[src/rtl/core/assert_macros.svh]
// Assertion macros shared by the RTL files.
`ifndef ASSERT_MACROS_SVH
`define ASSERT_MACROS_SVH

// Concurrent check on clk_i, masked while rst_ni is low.
`define LPR_ASSERT(lbl, prop, msg) \
  lbl: assert property (@(posedge clk_i) disable iff (!rst_ni) (prop)) else $error(msg);

// Implication form: when ante holds, cons holds in the same cycle.
`define LPR_ASSERT_IMP(lbl, ante, cons, msg) \
  lbl: assert property (@(posedge clk_i) disable iff (!rst_ni) (ante) |-> (cons)) \
    else $error(msg);

// Implication form: when ante holds, cons holds in the next cycle.
`define LPR_ASSERT_NXT(lbl, ante, cons, msg) \
  lbl: assert property (@(posedge clk_i) disable iff (!rst_ni) (ante) |=> (cons)) \
    else $error(msg);

`endif

[src/rtl/core/lpr_pkg.sv]
// Types and constants of the LRU page frame replacer.
package lpr_pkg;

  localparam int unsigned LPR_IDX_W = 6;   // frame index / rank, up to 64 frames
  localparam int unsigned LPR_CNT_W = 7;   // counts 0..64
  localparam int unsigned LPR_CFG_W = 5;
  localparam logic [LPR_CFG_W-1:0] LPR_CFG_RESET = 5'd16;
  localparam logic [31:0] LPR_TOTAL_MAX = 32'hFFFF_FFFF;

  typedef struct packed {
    logic [15:0] page_number;
  } lpr_in_t;

  typedef struct packed {
    logic        was_hit;
    logic [3:0]  frame_index;
    logic [31:0] hit_total;
    logic [31:0] fault_total;
  } lpr_out_t;

  typedef struct packed {
    logic [LPR_CFG_W-1:0] frames_in_use;
  } lpr_cfg_t;

  // Search token walking along the cell row.
  typedef struct packed {
    logic                 active;
    logic                 hit;
    logic [LPR_IDX_W-1:0] hit_idx;
    logic [LPR_IDX_W-1:0] hit_rank;
    logic                 empty_found;
    logic [LPR_IDX_W-1:0] empty_idx;
    logic                 lru_set;
    logic [LPR_IDX_W-1:0] lru_idx;
    logic [LPR_IDX_W-1:0] lru_rank;
  } lpr_tok_t;

  // Update broadcast to all cells once a decision is made.
  typedef struct packed {
    logic                 en;
    logic                 page_wr;
    logic [LPR_IDX_W-1:0] frame;
    logic                 tgt_valid;   // target frame already held a page
    logic [LPR_IDX_W-1:0] old_rank;
    logic [LPR_CNT_W-1:0] vcnt;        // valid frames before this update
  } lpr_upd_t;

  typedef enum logic [1:0] {
    S_IDLE,
    S_SCAN,
    S_DONE
  } lpr_state_e;

endpackage

[src/rtl/core/lpr_cell.sv]
// One frame cell: page, valid bit and recency rank, plus one search-token stage.
module lpr_cell import lpr_pkg::*; #(
  parameter int unsigned PAGE_BITS = 16,
  parameter int unsigned RANK_W    = 4,
  parameter int unsigned IDX       = 0
) (
  input  logic                 clk_i,
  input  logic                 rst_ni,
  input  logic [LPR_CNT_W-1:0] n_i,
  input  logic [PAGE_BITS-1:0] page_i,
  input  lpr_tok_t             tok_i,
  output lpr_tok_t             tok_o,
  input  lpr_upd_t             upd_i
);

  logic [PAGE_BITS-1:0] page_q;
  logic                 valid_q;
  logic [RANK_W-1:0]    rank_q, rank_d;
  logic                 valid_d;
  lpr_tok_t             tok_q, tok_d;
  logic                 in_rng;
  logic                 sel;

  assign in_rng = LPR_CNT_W'(IDX) < n_i;
  assign sel    = upd_i.frame == LPR_IDX_W'(IDX);

  always_comb begin
    tok_d = tok_i;
    if (tok_i.active && in_rng) begin
      if (!tok_i.hit && valid_q && (page_q == page_i)) begin
        tok_d.hit      = 1'b1;
        tok_d.hit_idx  = LPR_IDX_W'(IDX);
        tok_d.hit_rank = LPR_IDX_W'(rank_q);
      end
      if (!tok_i.empty_found && !valid_q) begin
        tok_d.empty_found = 1'b1;
        tok_d.empty_idx   = LPR_IDX_W'(IDX);
      end
      if (!tok_i.lru_set || (rank_q < tok_i.lru_rank[RANK_W-1:0])) begin
        tok_d.lru_set  = 1'b1;
        tok_d.lru_idx  = LPR_IDX_W'(IDX);
        tok_d.lru_rank = LPR_IDX_W'(rank_q);
      end
    end
  end

  always_comb begin
    valid_d = valid_q;
    rank_d  = rank_q;
    if (upd_i.en) begin
      if (sel) begin
        valid_d = 1'b1;
        rank_d  = upd_i.tgt_valid ? RANK_W'(upd_i.vcnt - LPR_CNT_W'(1))
                                  : RANK_W'(upd_i.vcnt);
      end else if (upd_i.tgt_valid && valid_q &&
                   (LPR_IDX_W'(rank_q) > upd_i.old_rank)) begin
        rank_d = rank_q - RANK_W'(1);
      end
    end
  end

  always_ff @(posedge clk_i or negedge rst_ni) begin
    if (!rst_ni) begin
      valid_q <= 1'b0;
      rank_q  <= '0;
      tok_q   <= '0;
    end else begin
      valid_q <= valid_d;
      rank_q  <= rank_d;
      tok_q   <= tok_d;
    end
  end

  // payload: no reset
  always_ff @(posedge clk_i) begin
    if (upd_i.en && sel && upd_i.page_wr) begin
      page_q <= page_i;
    end
  end

  assign tok_o = tok_q;

endmodule

[config.mk]
export PLATFORM = sky130hd
export DESIGN_NAME = lpr_cell
export DESIGN_NICKNAME = d
export VERILOG_FILES = /design/src/rtl/core/assert_macros.svh /design/src/rtl/core/lpr_pkg.sv /design/src/rtl/core/lpr_cell.sv
export SDC_FILE = /design/constraint.sdc
export NUM_CORES = 1
export LEC_CHECK = 0
export BUFFER_PORTS_ARGS = -buffer_cell sky130_fd_sc_hd__clkbuf_2
export CAP_MARGIN = 0
export CORE_MARGIN = 2
export CORE_UTILIZATION = 49
export CTS_CLUSTER_SIZE = 30
export DETAILED_ROUTE_END_ITERATION = 16
export MAX_ROUTING_LAYER = met4
export PLACE_DENSITY = 0.84
export SLEW_MARGIN = 40
export SYNTH_ARGS = -nofsm -noshare
export SYNTH_HDL_FRONTEND = slang
export SYNTH_SLANG_ARGS = --single-unit
[constraint.sdc]
create_clock -name clk_i -period 4.8 [get_ports clk_i]
set_input_delay 0.48 -clock clk_i [delete_from_list [all_inputs] [get_ports clk_i]]
set_output_delay 0.48 -clock clk_i [all_outputs]
set_load 0.02 [all_outputs]
# Word level (Yosys, flattened, before mapping)
# Index checks and enable logic that the tools add are counted.
[op_classes] add_sub_neg=2 order_cmp=3 n_eq_ne=1 mux=7 n_reduce_logical=17
[ops] cell="$mux W33" n=1
[ops] cell="$mux W13" n=2
[ops] cell="$eq A16 B16 Y1" n=1
[ops] cell="$mux W4" n=3
[ops] cell="$logic_and A1 B1 Y1" n=8
[ops] cell="$sub A4 B1 Y4 const B" n=2
[ops] cell="$lt A1 B7 Y1 const A" n=1
[ops] cell="$mux W7" n=1
[ops] cell="$gt A4 B6 Y1" n=1
[ops] cell="$logic_not A6 Y1" n=1
[ops] cell="$logic_not A1 Y1" n=4
[ops] cell="$lt A4 B4 Y1" n=1
[ops] cell="$reduce_and A2 Y1" n=2
[ops] cell="$reduce_bool A2 Y1" n=1
[ops] cell="$logic_or A1 B1 Y1" n=1
[word_totals] register_bits=55 in_bits=81 output_inout_bits=34 elab_cells=42

# Longest topological paths before layout
[logic_depth] word_depth=5 mapped_depth=7 mapped_depth_nobuf=7

# Worst setup path after synthesis
# OpenSTA, ideal clock, no wires.
[synth_path] path_type="input -> register" from="input port upd_i[17] in the netlist's numbering" to="register page_q[0], enable pin" setup_ns=0.374 arrival_ns=1.842 required_ns=4.426 slack_ns=2.584 stages=4 path_buffers=1 path_cell_list="or4_1 > nor3_1 > buf_2 > and3_1"
[synth_via] elab_chain_len=3
[synth_rtl] item="from (decl)" line="lpr_cell.sv:13" text="input lpr_upd_t upd_i"
[synth_rtl] item="$logic_not A6 Y1" line="lpr_cell.sv:25" text="assign sel = upd_i.frame == LPR_IDX_W'(IDX);"
[synth_rtl] item="$logic_and A1 B1 Y1 (2 in series)" line="lpr_cell.sv:76" text="if (upd_i.en && sel && upd_i.page_wr) begin"
[synth_rtl] item="to (signal assigned)" line="lpr_cell.sv:77" text="page_q <= page_i;"
[synth_rtl] item="to (decl)" line="lpr_cell.sv:16" text="logic [PAGE_BITS-1:0] page_q;"
# Every way passes these cells.
# A chain may end at the register's enable or synchronous reset.

# Final worst setup path
[layout_path] from="input port upd_i[17] in the netlist's numbering" to="register page_q[12], enable pin"
# Same word-level chain as after synthesis.

==> summary.md <==
| Metric | Value |
|---|---|
| Grt total ovfl | 0 |
| Critical path endpoint category | flop |
| Core ar. | 4720 µm² |
| Layout cells sized above 1 | 48.5% |
| Post-synth top flop | dfrtp_1 |
| Most common cell in the netlist | dfrtp_1 |
| GP Congestion | 0.797 |
| Drt drc | 0 |
| Mapped Area | 2390 µm² |
| Rows | 25 |
| Gate Count Post-Synth | 177 |
| Cell Pwr Density | 311 nW/µm² |
| # IOs | 115 |
| Aggregate negative setup slack | 0 ns |
| Number of library cell types mapped by synthesis | 38 |
| Largest net degree at the start of global routing | 40 |
| Final-report setup violation count | 0 |
| H-tree levels | 2 |
| Average size of a mapped cell | 13.5 µm² |
| Critical Path Start Type | input pin |
| Post-CTS setup buffer count | 0 |
| Hold_buf cts | 0 |
| Die area | 5450 µm² |
| Via count | 1,713 |
| Post-layout min period | 2.33 ns |
| Drt wl/cell | 13.2 µm |
| Die extent in x | 73.8 µm |
| Lkg Pwr | 1.53 nW |
| Area contributors post-synth | dfrtp_1 (41%), edfxtp_1 (20%), ha_1 (4.7%) |
| Total Wirelength | 4740 µm |
| All-Layer GR Usage | 18.9% |
| Final Instance Count excl. Fillers | 360 |
| Buffers on Ports | 111 |
| Synth-to-layout area growth | 30.2% |
| Final Hold Vio Count | 0 |
| Async set-reset flop share out of synthesis | 70.9% |
| Number of synthesized flops with an enable pin | 16 |
| Syn nets | 267 |
| Drt via density | 4.76 |
| Clock buffer depth | 2 |
| Fill count | 359 |
| Synth warn | 0 |
| Slew Limit Fails | 0 |
| Vias in the first global route | 1,660 |
| Fmax | 429 MHz |
| Sequential area share after synthesis | 61.0% |
| CTS Buf Count | 5 |
| Initial core utilization | 50.5% |
| Worst Path Class, Setup | input pin to flop |
| Initial drt markers | 58 |
| Clock root buffer | clkbuf_8 |
| Arr. time, crit path | 2.27 ns |
| CP max FO | 16 |
| RSZ-0062 raised after global routing | no |
| CTS tree | done |
| Initial antenna violation count | 0 |
| Clk_lat worst skew | 0.30 ns |
| Final Cycle Share | 48.5% |
| ANT cells | 0 |
| Hold Crit Class | input pin to asynchronous set/reset pin |
| Maximum vdd ir drop | 0.117 mV |
| Clk_skew | 0.00739 ns |
| Least-Margin Pin Slew | 0.713 ns |
| Most frequent cells after synthesis | dfrtp_1 (39), edfxtp_1 (16), xor2_1 (12) |
| Resize count post-CTS | 0 |
| Finished Core Util | 65.8% |
| First-pass GRT wire length | 7490 µm |
| Total of max-cap violations | 0 |
| Post-Place Cells | 352 |
| Area leader, netlist | dfrtp_1 |
| DP HPWL | 3860 µm |
| Final ANT Viol Nets | 0 |
| Status | complete, no violations |
| Share of the synthesized area in the top cell type | 40.9% |
| Seq cells post-synth | 55 |
| Clock Sinks | 55 |
| CTS clk-pin slew, worst paths | 0.10 ns |
| Die span in y | 73.8 µm |
| First-pass DRT Iterations | 4 |
| Required time of the critical path | 4.74 ns |
| Worst rel slew slack | 52.4% |
| Final nets | 382 |
==> final cells by class <==
type,count,area [µm²],share of cell area [%]
timing repair buffer,111,558,17.9
inverter,11,41.3,1.33
clock inverter,3,23.8,0.765
clock buffer,5,68.8,2.21
tap,67,83.8,2.70
sequential,55,1460,46.8
multi-input combinational,108,877,28.2
==> metrics by stage <==
| stage | total power, mW | worst slack (ns) | hold slack, ns | cell area, µm² |
|---|---|---|---|---|
| after floorplan | 0.642 | 2.58 | 0.184 | 2390 |
| after global placement | 0.719 | 1.87 | 0.563 | 3010 |
| after detailed placement | 0.727 | 2.15 | 0.506 | 3020 |
| after CTS | 0.975 | 2.46 | 0.169 | 3110 |
| after global routing | 1.02 | 2.32 | 0.189 | 3110 |
| final | 0.967 | 2.47 | 0.158 | 3110 |
==> routing by layer <==
layer	global-route usage (%)	vias up	share of wire [%]
li1	-	840	-
met1	21.6	789	41
met2	32.7	79	51
met3	4.53	5	7.1
met4	5.45	0	1.2
met5	-	-	0
==> critical path, cell delays in order <==
cell,delay [ns]
clkbuf_2,0.07
or4_1,0.52
nor3_2,0.47
and3_1,0.72
==> registers in the layout, indices dropped and copies added, names as in the netlist <==
register and cells:
page_q 16, rank_q 4, tok_o 34, valid_q 1
==> layout by cell type (no fill, tap or decap), types with 2 or more instances in the layout <==
cell type	n
edfxtp_1	16
nand4_1	3
xor2_1	12
and2_1	7
clkbuf_8	5
inv_1	11
nand2b_1	2
o21ai_0	3
nor4_1	2
nor3b_1	2
o22ai_1	2
mux2i_1	4
clkinv_4	2
and2_2	8
nor2_1	2
a21oi_1	6
nand2_1	5
xnor2_1	7
mux2_2	6
nor2b_1	9
ha_1	9
nor4b_1	2
clkbuf_2	110
dfrtp_1	39
==> kinds of logic after synthesis <==
family                     after synthesis  synth area share, %
and+or+nand+nor                         52                 14.4
buffers and inverters                   14                 2.62
muxes                                   11                 5.14
adders and majority gates                9                 4.72
xor gates and xnor gates                19                 6.97
AOI/OAI and AO/OA                       17                 5.14
DFF                                     55                 61.0
==> power breakdown <==
part	switching (mW)	internal (mW)	leakage, nW	total [mW]
clock	0.147	0.105	0.0486	0.252
combinational	0.0984	0.0860	0.881	0.184
sequential	0.0197	0.511	0.603	0.531
total	0.265	0.702	1.53	0.967
==> worst paths after layout <==
kind                            slack (ns)                   end  cells past startpoint                  start
worst min register to register        0.59   tok_o[19]$_DFF_PN0_                      1    valid_q$_DFFE_PN0N_
worst max-delay path                  2.47  page_q[12]$_DFFE_PP_                      4              upd_i[17]
worst max register to register        2.76    tok_o[2]$_DFF_PN0_                      5  rank_q[3]$_DFFE_PN0P_
max in group asynchronous             4.29    tok_o[4]$_DFF_PN0_                      1                 rst_ni
min in group clk_i                    0.33   tok_o[33]$_DFF_PN0_                      1              tok_i[33]
worst min-delay path                  0.16    tok_o[9]$_DFF_PN0_                      1                 rst_ni
No activity file was read; power rests on OpenSTA's default activity.
